`src/msc_pkg.sv`:
```
package msc_pkg;

  // Field widths
  localparam int unsigned CH_W     = 5;
  localparam int unsigned ANGLE_W  = 8;
  localparam int unsigned DELAY_W  = 16;
  localparam int unsigned PULSE_W  = 13;
  localparam int unsigned LIMIT_W  = 12;

  // Fixed values
  localparam logic [PULSE_W-1:0] FULL_OFF    = 13'd4096;
  localparam logic [ANGLE_W-1:0] MAX_ANGLE   = 8'd180;
  localparam logic [ANGLE_W-1:0] HOME_ANGLE  = 8'd90;
  localparam logic [DELAY_W-1:0] RESET_DELAY = 16'd5;

  // floor(2^25 / 180); estimate is exact or one low
  localparam logic [17:0] RECIP       = 18'd186413;
  localparam int unsigned RECIP_SHIFT = 25;

  // Input word kinds
  localparam logic MODE_TICK = 1'b0;
  localparam logic MODE_MOVE = 1'b1;

  // Configuration register indexes
  localparam logic [1:0] REG_PULSE_MIN  = 2'd0;
  localparam logic [1:0] REG_PULSE_MAX  = 2'd1;
  localparam logic [1:0] REG_IDLE_LIMIT = 2'd2;
  localparam logic [1:0] REG_SLEEP_EN   = 2'd3;

  // Reset values of the configuration registers
  localparam logic [LIMIT_W-1:0] RST_PULSE_MIN  = 12'd150;
  localparam logic [LIMIT_W-1:0] RST_PULSE_MAX  = 12'd600;
  localparam logic [15:0]        RST_IDLE_LIMIT = 16'd3000;

  // Queue depth between front and back
  localparam int unsigned QDEPTH = 2;

  typedef struct packed {
    logic                is_tick;
    logic [CH_W-1:0]     channel;
    logic [ANGLE_W-1:0]  angle;
    logic [DELAY_W-1:0]  delay;
    logic                seq;
  } cmd_t;

  typedef struct packed {
    logic [LIMIT_W-1:0]  pulse_min;
    logic [LIMIT_W-1:0]  pulse_max;
    logic [15:0]         idle_limit;
    logic                sleep_en;
  } cfg_t;

endpackage

```
`src/msc_if.sv`:
```
interface msc_in_if;
  logic        valid;
  logic        ready;
  logic        mode;
  logic [4:0]  channel;
  logic [7:0]  target_angle;
  logic [15:0] step_delay;
  logic        sequence_active;

  modport source (output valid, mode, channel, target_angle, step_delay, sequence_active,
                  input ready);
  modport sink   (input valid, mode, channel, target_angle, step_delay, sequence_active,
                  output ready);
endinterface

interface msc_out_if;
  logic        valid;
  logic        ready;
  logic [4:0]  out_channel;
  logic [12:0] pulse;
  logic        last;

  modport source (output valid, out_channel, pulse, last, input ready);
  modport sink   (input valid, out_channel, pulse, last, output ready);
endinterface

interface msc_cfg_if;
  logic        valid;
  logic        ready;
  logic [1:0]  index;
  logic [15:0] data;

  modport source (output valid, index, data, input ready);
  modport sink   (input valid, index, data, output ready);
endinterface

```
`src/msc_front.sv`:
```
module msc_front #(
  parameter int CHANNELS = 32
) (
  input  logic          clk,
  input  logic          rst_n,
  msc_in_if.sink        in_ch,
  output msc_pkg::cmd_t q_cmd,
  output logic          q_valid,
  input  logic          q_ready
);

  logic          hold_v_r;
  msc_pkg::cmd_t hold_r;
  msc_pkg::cmd_t cmd_nxt;
  logic          accept;
  logic          keep;

  assign in_ch.ready = !hold_v_r || q_ready;
  assign accept      = in_ch.valid && in_ch.ready;

  // move to a channel past the end is dropped here
  assign keep = (in_ch.mode == msc_pkg::MODE_TICK) ||
                ({1'b0, in_ch.channel} < 6'(CHANNELS));

  always_comb begin
    cmd_nxt.is_tick = in_ch.mode == msc_pkg::MODE_TICK;
    cmd_nxt.channel = in_ch.channel;
    cmd_nxt.angle   = (in_ch.target_angle > msc_pkg::MAX_ANGLE) ? msc_pkg::MAX_ANGLE
                                                                : in_ch.target_angle;
    cmd_nxt.delay   = in_ch.step_delay;
    cmd_nxt.seq     = in_ch.sequence_active;
  end

  always_ff @(posedge clk) begin
    if (!rst_n) begin
      hold_v_r <= 1'b0;
    end else begin
      if (accept && keep) begin
        hold_v_r <= 1'b1;
        hold_r   <= cmd_nxt;
      end else if (hold_v_r && q_ready) begin
        hold_v_r <= 1'b0;
      end
    end
  end

  assign q_cmd   = hold_r;
  assign q_valid = hold_v_r;

endmodule

```
`src/msc_queue.sv`:
```
module msc_queue (
  input  logic          clk,
  input  logic          rst_n,
  input  msc_pkg::cmd_t push_cmd,
  input  logic          push_valid,
  output logic          push_ready,
  output msc_pkg::cmd_t pop_cmd,
  output logic          pop_valid,
  input  logic          pop_ready
);

  localparam int PW = (msc_pkg::QDEPTH > 1) ? $clog2(msc_pkg::QDEPTH) : 1;
  localparam int CW = $clog2(msc_pkg::QDEPTH + 1);

  msc_pkg::cmd_t   slot_r [msc_pkg::QDEPTH];
  logic [PW-1:0]   wr_ptr_r;
  logic [PW-1:0]   rd_ptr_r;
  logic [CW-1:0]   cnt_r;
  logic            do_push;
  logic            do_pop;

  assign push_ready = cnt_r != CW'(msc_pkg::QDEPTH);
  assign pop_valid  = cnt_r != '0;
  assign pop_cmd    = slot_r[rd_ptr_r];
  assign do_push    = push_valid && push_ready;
  assign do_pop     = pop_valid && pop_ready;

  always_ff @(posedge clk) begin
    if (!rst_n) begin
      wr_ptr_r <= '0;
      rd_ptr_r <= '0;
      cnt_r    <= '0;
    end else begin
      if (do_push) begin
        slot_r[wr_ptr_r] <= push_cmd;
        wr_ptr_r <= (wr_ptr_r == PW'(msc_pkg::QDEPTH - 1)) ? '0 : wr_ptr_r + 1'b1;
      end
      if (do_pop) begin
        rd_ptr_r <= (rd_ptr_r == PW'(msc_pkg::QDEPTH - 1)) ? '0 : rd_ptr_r + 1'b1;
      end
      if (do_push && !do_pop) begin
        cnt_r <= cnt_r + 1'b1;
      end else if (do_pop && !do_push) begin
        cnt_r <= cnt_r - 1'b1;
      end
    end
  end

endmodule

```
`src/msc_back.sv`:
```
module msc_back #(
  parameter int CHANNELS = 32
) (
  input  logic          clk,
  input  logic          rst_n,
  input  msc_pkg::cmd_t cmd,
  input  logic          cmd_valid,
  output logic          cmd_ready,
  input  msc_pkg::cfg_t cfg,
  msc_out_if.source     out_ch
);

  localparam int CW = (CHANNELS > 1) ? $clog2(CHANNELS) : 1;
  localparam logic [CW-1:0] LAST_CH = CW'(CHANNELS - 1);

  typedef enum logic [2:0] {
    ST_IDLE, ST_CH, ST_MUL, ST_DIV, ST_EMIT, ST_OFF, ST_DONE
  } state_t;

  state_t        state_r;
  logic [CW-1:0] ch_r;
  msc_pkg::cmd_t cmd_r;
  logic          all_idle_r;
  logic          asleep_r;
  logic [7:0]    angle_r;
  logic          neg_r;
  logic [19:0]   prod_abs_r;
  logic [12:0]   quo_r;

  logic [7:0]    pos_r [CHANNELS];
  logic [7:0]    tgt_r [CHANNELS];
  logic [15:0]   dly_r [CHANNELS];
  logic [15:0]   el_r  [CHANNELS];

  logic          pend_v_r;
  logic [4:0]    pend_ch_r;
  logic [12:0]   pend_pulse_r;
  logic          out_v_r;
  logic [4:0]    out_ch_r;
  logic [12:0]   out_pulse_r;
  logic          out_last_r;

  // per-channel update
  logic [15:0]   el_cur, el_inc, el_nxt;
  logic [7:0]    pos_cur, tgt_cur, pos_step;
  logic          step, idle_ok, sleep_base, suppress, last_ch, walk_sleep;

  // pulse datapath
  logic signed [12:0] span;
  logic signed [21:0] prod;
  logic [19:0]        prod_abs;
  logic [37:0]        recip_prod;
  logic [20:0]        rem;
  logic [12:0]        quo_fix;
  logic signed [13:0] pulse_s;

  // result staging
  logic          can_push, push, flush;
  logic [12:0]   push_pulse;

  assign el_cur   = el_r[ch_r];
  assign pos_cur  = pos_r[ch_r];
  assign tgt_cur  = tgt_r[ch_r];
  assign el_inc   = (el_cur == 16'hFFFF) ? el_cur : el_cur + 16'd1;
  assign step     = (pos_cur != tgt_cur) && (el_inc >= dly_r[ch_r]);
  assign pos_step = (pos_cur < tgt_cur) ? pos_cur + 8'd1 : pos_cur - 8'd1;
  assign el_nxt   = step ? 16'd0 : el_inc;
  assign idle_ok  = el_nxt >= cfg.idle_limit;
  assign last_ch  = ch_r == LAST_CH;

  // with a zero idle limit the sleep is certain, so step words are held back
  assign sleep_base = cfg.sleep_en && !asleep_r && !cmd_r.seq;
  assign suppress   = sleep_base && (cfg.idle_limit == 16'd0);
  assign walk_sleep = sleep_base && all_idle_r && ((state_r != ST_CH) || idle_ok);

  assign span       = $signed({1'b0, cfg.pulse_max}) - $signed({1'b0, cfg.pulse_min});
  assign prod       = $signed({1'b0, angle_r}) * span;
  assign prod_abs   = prod[21] ? 20'(-prod) : 20'(prod);
  assign recip_prod = prod_abs_r * msc_pkg::RECIP;
  assign rem        = 21'(prod_abs_r) - 21'(quo_r) * 21'(msc_pkg::MAX_ANGLE);
  assign quo_fix    = (rem >= 21'(msc_pkg::MAX_ANGLE)) ? quo_r + 13'd1 : quo_r;
  assign pulse_s    = $signed({2'b00, cfg.pulse_min})
                    + (neg_r ? -$signed({1'b0, quo_fix}) : $signed({1'b0, quo_fix}));

  assign can_push   = !pend_v_r || !out_v_r || out_ch.ready;
  assign push       = can_push && ((state_r == ST_EMIT) || (state_r == ST_OFF));
  assign push_pulse = (state_r == ST_OFF) ? msc_pkg::FULL_OFF : pulse_s[12:0];
  assign flush      = (state_r == ST_DONE) && pend_v_r && (!out_v_r || out_ch.ready);

  assign cmd_ready = state_r == ST_IDLE;

  always_ff @(posedge clk) begin
    if (!rst_n) begin
      state_r  <= ST_IDLE;
      ch_r     <= '0;
      asleep_r <= 1'b0;
      pend_v_r <= 1'b0;
      out_v_r  <= 1'b0;
      for (int i = 0; i < CHANNELS; i++) begin
        pos_r[i] <= msc_pkg::HOME_ANGLE;
        tgt_r[i] <= msc_pkg::HOME_ANGLE;
        dly_r[i] <= msc_pkg::RESET_DELAY;
        el_r[i]  <= 16'd0;
      end
    end else begin
      case (state_r)
        ST_IDLE: begin
          if (cmd_valid) begin
            cmd_r      <= cmd;
            ch_r       <= '0;
            all_idle_r <= 1'b1;
            if (cmd.is_tick || asleep_r) begin
              state_r <= ST_CH;
            end else begin
              tgt_r[cmd.channel[CW-1:0]] <= cmd.angle;
              dly_r[cmd.channel[CW-1:0]] <= cmd.delay;
            end
          end
        end
        ST_CH: begin
          if (cmd_r.is_tick) begin
            el_r[ch_r] <= el_nxt;
            all_idle_r <= all_idle_r && idle_ok;
            if (step) begin
              pos_r[ch_r] <= pos_step;
            end
            if (step && !suppress) begin
              angle_r <= pos_step;
              state_r <= ST_MUL;
            end else if (!last_ch) begin
              ch_r <= ch_r + 1'b1;
            end else if (walk_sleep) begin
              ch_r    <= '0;
              state_r <= ST_OFF;
            end else begin
              state_r <= ST_DONE;
            end
          end else begin
            // wake: re-send the current angle
            angle_r <= pos_cur;
            state_r <= ST_MUL;
          end
        end
        ST_MUL: begin
          neg_r      <= prod[21];
          prod_abs_r <= prod_abs;
          state_r    <= ST_DIV;
        end
        ST_DIV: begin
          quo_r   <= recip_prod[msc_pkg::RECIP_SHIFT +: 13];
          state_r <= ST_EMIT;
        end
        ST_EMIT: begin
          if (can_push) begin
            if (!last_ch) begin
              ch_r    <= ch_r + 1'b1;
              state_r <= ST_CH;
            end else if (!cmd_r.is_tick) begin
              tgt_r[cmd_r.channel[CW-1:0]] <= cmd_r.angle;
              dly_r[cmd_r.channel[CW-1:0]] <= cmd_r.delay;
              asleep_r <= 1'b0;
              state_r  <= ST_DONE;
            end else if (walk_sleep) begin
              ch_r    <= '0;
              state_r <= ST_OFF;
            end else begin
              state_r <= ST_DONE;
            end
          end
        end
        ST_OFF: begin
          if (can_push) begin
            if (last_ch) begin
              asleep_r <= 1'b1;
              state_r  <= ST_DONE;
            end else begin
              ch_r <= ch_r + 1'b1;
            end
          end
        end
        ST_DONE: begin
          if (!pend_v_r || flush) begin
            state_r <= ST_IDLE;
          end
        end
        default: state_r <= ST_IDLE;
      endcase

      // one word is held back so the final one can carry last
      if (push) begin
        pend_v_r     <= 1'b1;
        pend_ch_r    <= 5'(ch_r);
        pend_pulse_r <= push_pulse;
      end else if (flush) begin
        pend_v_r <= 1'b0;
      end

      if ((push && pend_v_r) || flush) begin
        out_v_r     <= 1'b1;
        out_ch_r    <= pend_ch_r;
        out_pulse_r <= pend_pulse_r;
        out_last_r  <= flush;
      end else if (out_ch.ready) begin
        out_v_r <= 1'b0;
      end
    end
  end

  assign out_ch.valid       = out_v_r;
  assign out_ch.out_channel = out_ch_r;
  assign out_ch.pulse       = out_pulse_r;
  assign out_ch.last        = out_last_r;

endmodule

```
`src/multi_servo_slew_controller.sv`:
```
// Channel  Dir  Word                                                Handshake
// in_ch    in   mode, channel, target_angle, step_delay,            valid/ready
//               sequence_active
// out_ch   out  out_channel, pulse, last                            valid/ready
// cfg_ch   in   index, data (register write)                        valid/ready, ready tied high
//
// Sequence: a tick takes the word, walks each channel, runs ST_MUL, ST_DIV and ST_EMIT for
//   each channel that sends a pulse, may make an all-off pass (ST_OFF) and closes in ST_DONE;
//   a wake re-sends every channel, and an awake move is taken in ST_IDLE. Output stalls hold these.
// Reset: synchronous, active low; all channels at 90 degrees, delay 5, count 0.
// Stalls: a 2-entry queue parts intake from the back; one word is held before
//   the output register so the last flag is known, and the back waits on out_ch.
module multi_servo_slew_controller #(
  parameter int CHANNELS = 32
) (
  input  logic      clk,
  input  logic      rst_n,
  msc_in_if.sink    in_ch,
  msc_out_if.source out_ch,
  msc_cfg_if.sink   cfg_ch
);

  msc_pkg::cfg_t cfg_r;

  msc_pkg::cmd_t fq_cmd;
  logic          fq_valid;
  logic          fq_ready;
  msc_pkg::cmd_t qb_cmd;
  logic          qb_valid;
  logic          qb_ready;

  // config is to change only while the block is idle (the block does not enforce it); writes land at once
  assign cfg_ch.ready = 1'b1;

  always_ff @(posedge clk) begin
    if (!rst_n) begin
      cfg_r.pulse_min  <= msc_pkg::RST_PULSE_MIN;
      cfg_r.pulse_max  <= msc_pkg::RST_PULSE_MAX;
      cfg_r.idle_limit <= msc_pkg::RST_IDLE_LIMIT;
      cfg_r.sleep_en   <= 1'b1;
    end else if (cfg_ch.valid) begin
      case (cfg_ch.index)
        msc_pkg::REG_PULSE_MIN:  cfg_r.pulse_min  <= cfg_ch.data[11:0];
        msc_pkg::REG_PULSE_MAX:  cfg_r.pulse_max  <= cfg_ch.data[11:0];
        msc_pkg::REG_IDLE_LIMIT: cfg_r.idle_limit <= cfg_ch.data;
        msc_pkg::REG_SLEEP_EN:   cfg_r.sleep_en   <= cfg_ch.data[0];
        default: ;
      endcase
    end
  end

  // front: takes words, drops out-of-range moves, clamps the angle
  msc_front #(
    .CHANNELS (CHANNELS)
  ) u_front (
    .clk     (clk),
    .rst_n   (rst_n),
    .in_ch   (in_ch),
    .q_cmd   (fq_cmd),
    .q_valid (fq_valid),
    .q_ready (fq_ready)
  );

  msc_queue u_queue (
    .clk        (clk),
    .rst_n      (rst_n),
    .push_cmd   (fq_cmd),
    .push_valid (fq_valid),
    .push_ready (fq_ready),
    .pop_cmd    (qb_cmd),
    .pop_valid  (qb_valid),
    .pop_ready  (qb_ready)
  );

  // back: channel state, stepping, sleep/wake and the pulse datapath
  msc_back #(
    .CHANNELS (CHANNELS)
  ) u_back (
    .clk       (clk),
    .rst_n     (rst_n),
    .cmd       (qb_cmd),
    .cmd_valid (qb_valid),
    .cmd_ready (qb_ready),
    .cfg       (cfg_r),
    .out_ch    (out_ch)
  );

endmodule
```
`src/flat_wrapper.sv`:
```
// flat-port wrapper written by rule: the top's interface ports become plain ports
module multi_servo_slew_controller_flat 
#(
  parameter int CHANNELS = 32
)
  (clk, rst_n, in_ch_valid, in_ch_mode, in_ch_channel, in_ch_target_angle, in_ch_step_delay, in_ch_sequence_active, in_ch_ready, out_ch_valid, out_ch_out_channel, out_ch_pulse, out_ch_last, out_ch_ready, cfg_ch_valid, cfg_ch_index, cfg_ch_data, cfg_ch_ready);
  msc_in_if in_ch_i ();
  msc_out_if out_ch_i ();
  msc_cfg_if cfg_ch_i ();
  input  logic clk;
  input  logic rst_n;
  input wire logic [$bits(in_ch_i.valid)-1:0] in_ch_valid;
  input wire logic [$bits(in_ch_i.mode)-1:0] in_ch_mode;
  input wire logic [$bits(in_ch_i.channel)-1:0] in_ch_channel;
  input wire logic [$bits(in_ch_i.target_angle)-1:0] in_ch_target_angle;
  input wire logic [$bits(in_ch_i.step_delay)-1:0] in_ch_step_delay;
  input wire logic [$bits(in_ch_i.sequence_active)-1:0] in_ch_sequence_active;
  output wire logic [$bits(in_ch_i.ready)-1:0] in_ch_ready;
  output wire logic [$bits(out_ch_i.valid)-1:0] out_ch_valid;
  output wire logic [$bits(out_ch_i.out_channel)-1:0] out_ch_out_channel;
  output wire logic [$bits(out_ch_i.pulse)-1:0] out_ch_pulse;
  output wire logic [$bits(out_ch_i.last)-1:0] out_ch_last;
  input wire logic [$bits(out_ch_i.ready)-1:0] out_ch_ready;
  input wire logic [$bits(cfg_ch_i.valid)-1:0] cfg_ch_valid;
  input wire logic [$bits(cfg_ch_i.index)-1:0] cfg_ch_index;
  input wire logic [$bits(cfg_ch_i.data)-1:0] cfg_ch_data;
  output wire logic [$bits(cfg_ch_i.ready)-1:0] cfg_ch_ready;
  assign in_ch_i.valid = in_ch_valid;
  assign in_ch_i.mode = in_ch_mode;
  assign in_ch_i.channel = in_ch_channel;
  assign in_ch_i.target_angle = in_ch_target_angle;
  assign in_ch_i.step_delay = in_ch_step_delay;
  assign in_ch_i.sequence_active = in_ch_sequence_active;
  assign in_ch_ready = in_ch_i.ready;
  assign out_ch_valid = out_ch_i.valid;
  assign out_ch_out_channel = out_ch_i.out_channel;
  assign out_ch_pulse = out_ch_i.pulse;
  assign out_ch_last = out_ch_i.last;
  assign out_ch_i.ready = out_ch_ready;
  assign cfg_ch_i.valid = cfg_ch_valid;
  assign cfg_ch_i.index = cfg_ch_index;
  assign cfg_ch_i.data = cfg_ch_data;
  assign cfg_ch_ready = cfg_ch_i.ready;
  multi_servo_slew_controller #(.CHANNELS(CHANNELS)) u_core (.clk(clk), .rst_n(rst_n), .in_ch(in_ch_i), .out_ch(out_ch_i), .cfg_ch(cfg_ch_i));
endmodule
```
`config.mk`:
```
export PLATFORM = sky130hd
export DESIGN_NAME = multi_servo_slew_controller_flat
export DESIGN_NICKNAME = d
export VERILOG_FILES = /design/src/msc_pkg.sv /design/src/msc_if.sv /design/src/msc_front.sv /design/src/msc_queue.sv /design/src/msc_back.sv /design/src/multi_servo_slew_controller.sv /design/src/flat_wrapper.sv
export SDC_FILE = /design/constraint.sdc
export NUM_CORES = 2
export LEC_CHECK = 0
export ABC_AREA = 1
export BUFFER_PORTS_ARGS = -buffer_cell sky130_fd_sc_hd__buf_2
export CAP_MARGIN = 20
export CORE_MARGIN = 5
export CORE_UTILIZATION = 54
export CTS_CLUSTER_DIAMETER = 50
export DETAILED_ROUTE_END_ITERATION = 8
export PLACE_DENSITY = 0.75
export SYNTH_ARGS = -nofsm -noshare
export SYNTH_HDL_FRONTEND = slang
export SYNTH_SLANG_ARGS = --single-unit
```
`constraint.sdc`:
```
create_clock -name clk -period 15.95 [get_ports clk]
set_input_delay 1.595 -clock clk [delete_from_list [all_inputs] [get_ports clk]]
set_output_delay 1.595 -clock clk [all_outputs]
set_load 0.01 [all_outputs]
```
==> results.toml <==
[setup_path]
worst-setup-path-type = "flip-flop to flip-flop"
cp_slowest_cell = "buf_4"
critical_path.max_fanout = 195
setup.worst_path.end_class = "flip-flop"
regToRegSetupSlack_ns = 5.65
cp_startpoint_kind = "flip-flop"
cpMostUsedCell = "nand2_1"
r2r_cells = 51
critical-path-max-stage-delay_ns = 0.85
arrival_ns = 10.99
required_ns = 16.64

[timing]
unrepaired_setup_endpoints_after_global_routing = "no"
timing.setup.tns_ns = 0
min_period_over_period = 0.646
final-max-slew-violation-count = 0
max_clock_freq_mhz = 97.1
worst-slew-pin-transition_ns = 1.18
post-route-min-period_ns = 10.30
timing.slew.headroom = 0.214
finalSetupViolCount = 0
hold_violations = 0
finClkSkew_ns = 0.0568

[synthesis]
synth_top_family_by_area = "simple AND/OR/NAND/NOR gates"
yosys-mux-area-fraction = 0.000839
yosysSeqAreaShare = 0.570
synth_enable_flop_cells = 1740
synth_cells = 9420
netlist_area_sq_um = 93900
synth_area_in_simple_gates = 0.162
yosys_register_bits = 1803
post_synth.cell_area_avg_sq_um = 9.97
mappedNetlistNets = 10000
ys.warnings.count = 0
post_synth_fa_ha_maj_area_fraction = 0.0890
synth.lib_cells_used.distinct = 62
synth_async_sr_flop_share = 0
synth-xor-area-share = 0.00905
synth-main-ff-cell = "edfxtp_1"
synth_compound_gate_area_share = 0.104

[layout]
areaGrowthSynthToFinish_pct = 8.52
final.fill_count = 14200
drive_gt1_frac = 0.0750
num-nets-final = 9828

[floorplanning]
count_of_pins_on_the_block_boundary = 76
core_area_sq_um = 173000
die_width_um = 427
placement_rows = 153
chip_height_um = 427
design.die.area_sq_um = 182000
starting_density = 0.541

[outcome]
violations = "DRC"
status = "complete, but fails checks"

[route]
initialDrtViolationCount = 10400
wirelength_um = 273000
avgRoutedWirePerCell_um = 23.3
route.vias.total = 71100
drc = 3
route.detailed.vias_per_inst = 6.07
firstDrtPassIters = 9
ant_nets = 0

[cts]
worst_setup_hold_path_clk_slew_ns = 0.06
cts.htree.levels = 4
clkLatencyLatePin_ns = 0.84
ctsLongestPathBuffers = 3
cts_buffer_count = 182
clock_tree_from_tritoncts = "yes"
post_cts.resized_instances = 0
cts-hold-fix-buffers = 0
clk_root_buffer_cell = "clkbuf_16"
clock_sink_count = 1803
cts_post_setup_buffers_inserted = 0

[power_and_ir_drop]
power.density_nw_per_um2 = 209
power.total_uw = 21300
power_leakage_uw = 0.0389
vdd.ir_drop.worst_uv = 407

[placed_design]
routabilityCongestion = 0.947
detailed_place_hpwl_um = 173000
io_buffer_count = 74

[min_path]
hold_path.class = "flip-flop to flip-flop"
hold_path_depth = 0
hold_start = "u_core.u_back.pend_pulse_r[5]"

[global_route]
track_usage = 0.294
grt_pass1_wl_um = 411000
gr-total-overflow = 0
largest_net_degree_at_the_start_of_global_routing = 214
grt_pass1_vias = 69800
antenna_violations_before_repair = 5

[job]
max-cap-violations = 0
==> where the power goes <==
part,internal [uW],leakage (uW),switching [uW]
clock,2320,0.00281,1880
sequential,5740,0.0171,134
combinational,3540,0.0190,7730
==> worst min-delay path by stage <==
| stage | end |
|---|---|
| detailed placement | u_core.u_back.out_ch.pulse[5] |
| global route | u_core.u_back.out_ch.out_channel[1] |
| CTS | u_core.u_back.out_ch.pulse[0] |
| finish | u_core.u_back.out_ch.pulse[5] |
| floorplan | u_core.u_back.out_ch.out_channel[0] |
| global placement | u_core.u_back.out_ch.pulse[7] |
==> layout by cell type, fill, tap and decap left out, drive strengths merged, types with 2 or more instances in the layout <==
cell,count
nor4,9
a21oi,161
bufinv,12
fa,218
mux2,7
o211ai,22
o21bai,7
nand3,231
nor2,2414
and2,4
a2111oi,2
or2,13
a211oi,2
clkinvlp,4
inv,878
edfxtp,1740
a32oi,5
o22ai,106
buf,224
nand2,1080
nor3b,4
nor3,41
a32o,18
xor2,72
clkbuf,223
nand4,23
o2111ai,3
xnor2,25
o31ai,5
a21boi,2
o311ai,4
o221ai,280
ha,319
clkinv,115
dfxtp,63
nand3b,12
o21a,10
o21ai,989
a31oi,33
==> flip-flops by register name, indices dropped and copies added, names as in the netlist, 3 cells and up, named ones only <==
name / cells
u_core.u_back.el_r: 512
u_core.u_back.pend_pulse_r: 13
u_core.u_back.state_r: 3
u_core.u_back.pend_ch_r: 5
u_core.u_back.quo_r: 13
u_core.u_back.tgt_r: 256
u_core.u_back.ch_r: 5
u_core.u_back.cmd_r: 31
u_core.cfg_r: 41
u_core.u_back.dly_r: 512
u_core.u_front.q_cmd: 31
u_core.u_back.pos_r: 256
u_core.u_queue.slot_r: 62
u_core.u_back.prod_abs_r: 20
u_core.u_back.angle_r: 8
u_core.u_back.out_ch.pulse: 13
u_core.u_back.out_ch.out_channel: 5
==> cells in the mapped netlist (23+ instances only) <==
master	n	area [sq um]
o21ai_0	883	4420
edfxtp_1	1740	52300
ha_1	319	3990
o21ai_1	99	495
o221ai_1	280	2450
dfxtp_1	63	1260
a31oi_1	32	200
o22ai_1	106	663
xnor2_1	25	219
clkinv_1	40	150
a21oi_1	160	801
xor2_1	72	631
nor2_1	2337	8770
fa_1	218	4360
nand4_1	23	144
nand3_1	228	1140
nor2_2	75	469
clkbuf_1	356	1340
inv_2	51	191
buf_4	35	263
buf_1	26	97.6
inv_1	807	3030
nor3_1	40	200
nand2_1	1058	3970
buf_2	155	776
==> stage by stage <==
step	utilization	cell area [sq um]	hold slack [ns]	std cells	setup slack [ns]
3_5_place_dp	0.554	96000	0.405	11400	5.94
2_1_floorplan	-	93900	0.400	9420	8.73
5_1_grt	0.588	102000	0.433	11700	4.92
4_1_cts	0.587	102000	0.419	11700	5.91
3_3_place_gp	0.553	95900	0.401	11400	5.97
6_report	0.588	102000	0.420	11700	5.65
==> area by class of cell <==
type | instances | area [sq um] | share of cell area
clock inverter | 110 | 1070 | 0.0105
inverter | 899 | 3410 | 0.0334
sequential | 1803 | 53500 | 0.525
tap | 2325 | 2910 | 0.0285
multi-input combinational | 6127 | 34600 | 0.340
antenna | 1 | 2.50 | 0.0000246
clock buffer | 223 | 4730 | 0.0464
timing repair buffer | 224 | 1660 | 0.0163
==> critical path, delay by kind of cell, from the launching register on <==
kind	cells	cell delay (ns)
AND/OR/NAND/NOR	34	3.61
buffers and inverters	5	2.81
flip-flops	1	0.71
adder cells (fa/ha/maj)	3	1.03
AO/OA/AOI/OAI	9	1.67
==> metal layers <==
metal,part of all wire,GRT usage,wire length (um)
met5,0.00022,0,59
met4,0.065,0.166,17600
met3,0.11,0.0540,30200
met2,0.47,0.481,128000
met1,0.36,0.373,97100
==> cells by family after synthesis <==
kind of cell             Yosys count
AO/OA/AOI/OAI                   1652
XOR/XNOR                          97
adder cells (fa/ha/maj)          537
buffers and inverters           1490
flip-flops                      1803
multiplexers                       7
other                              1
AND/OR/NAND/NOR                 3833
(Power assumes the default switching activity.)
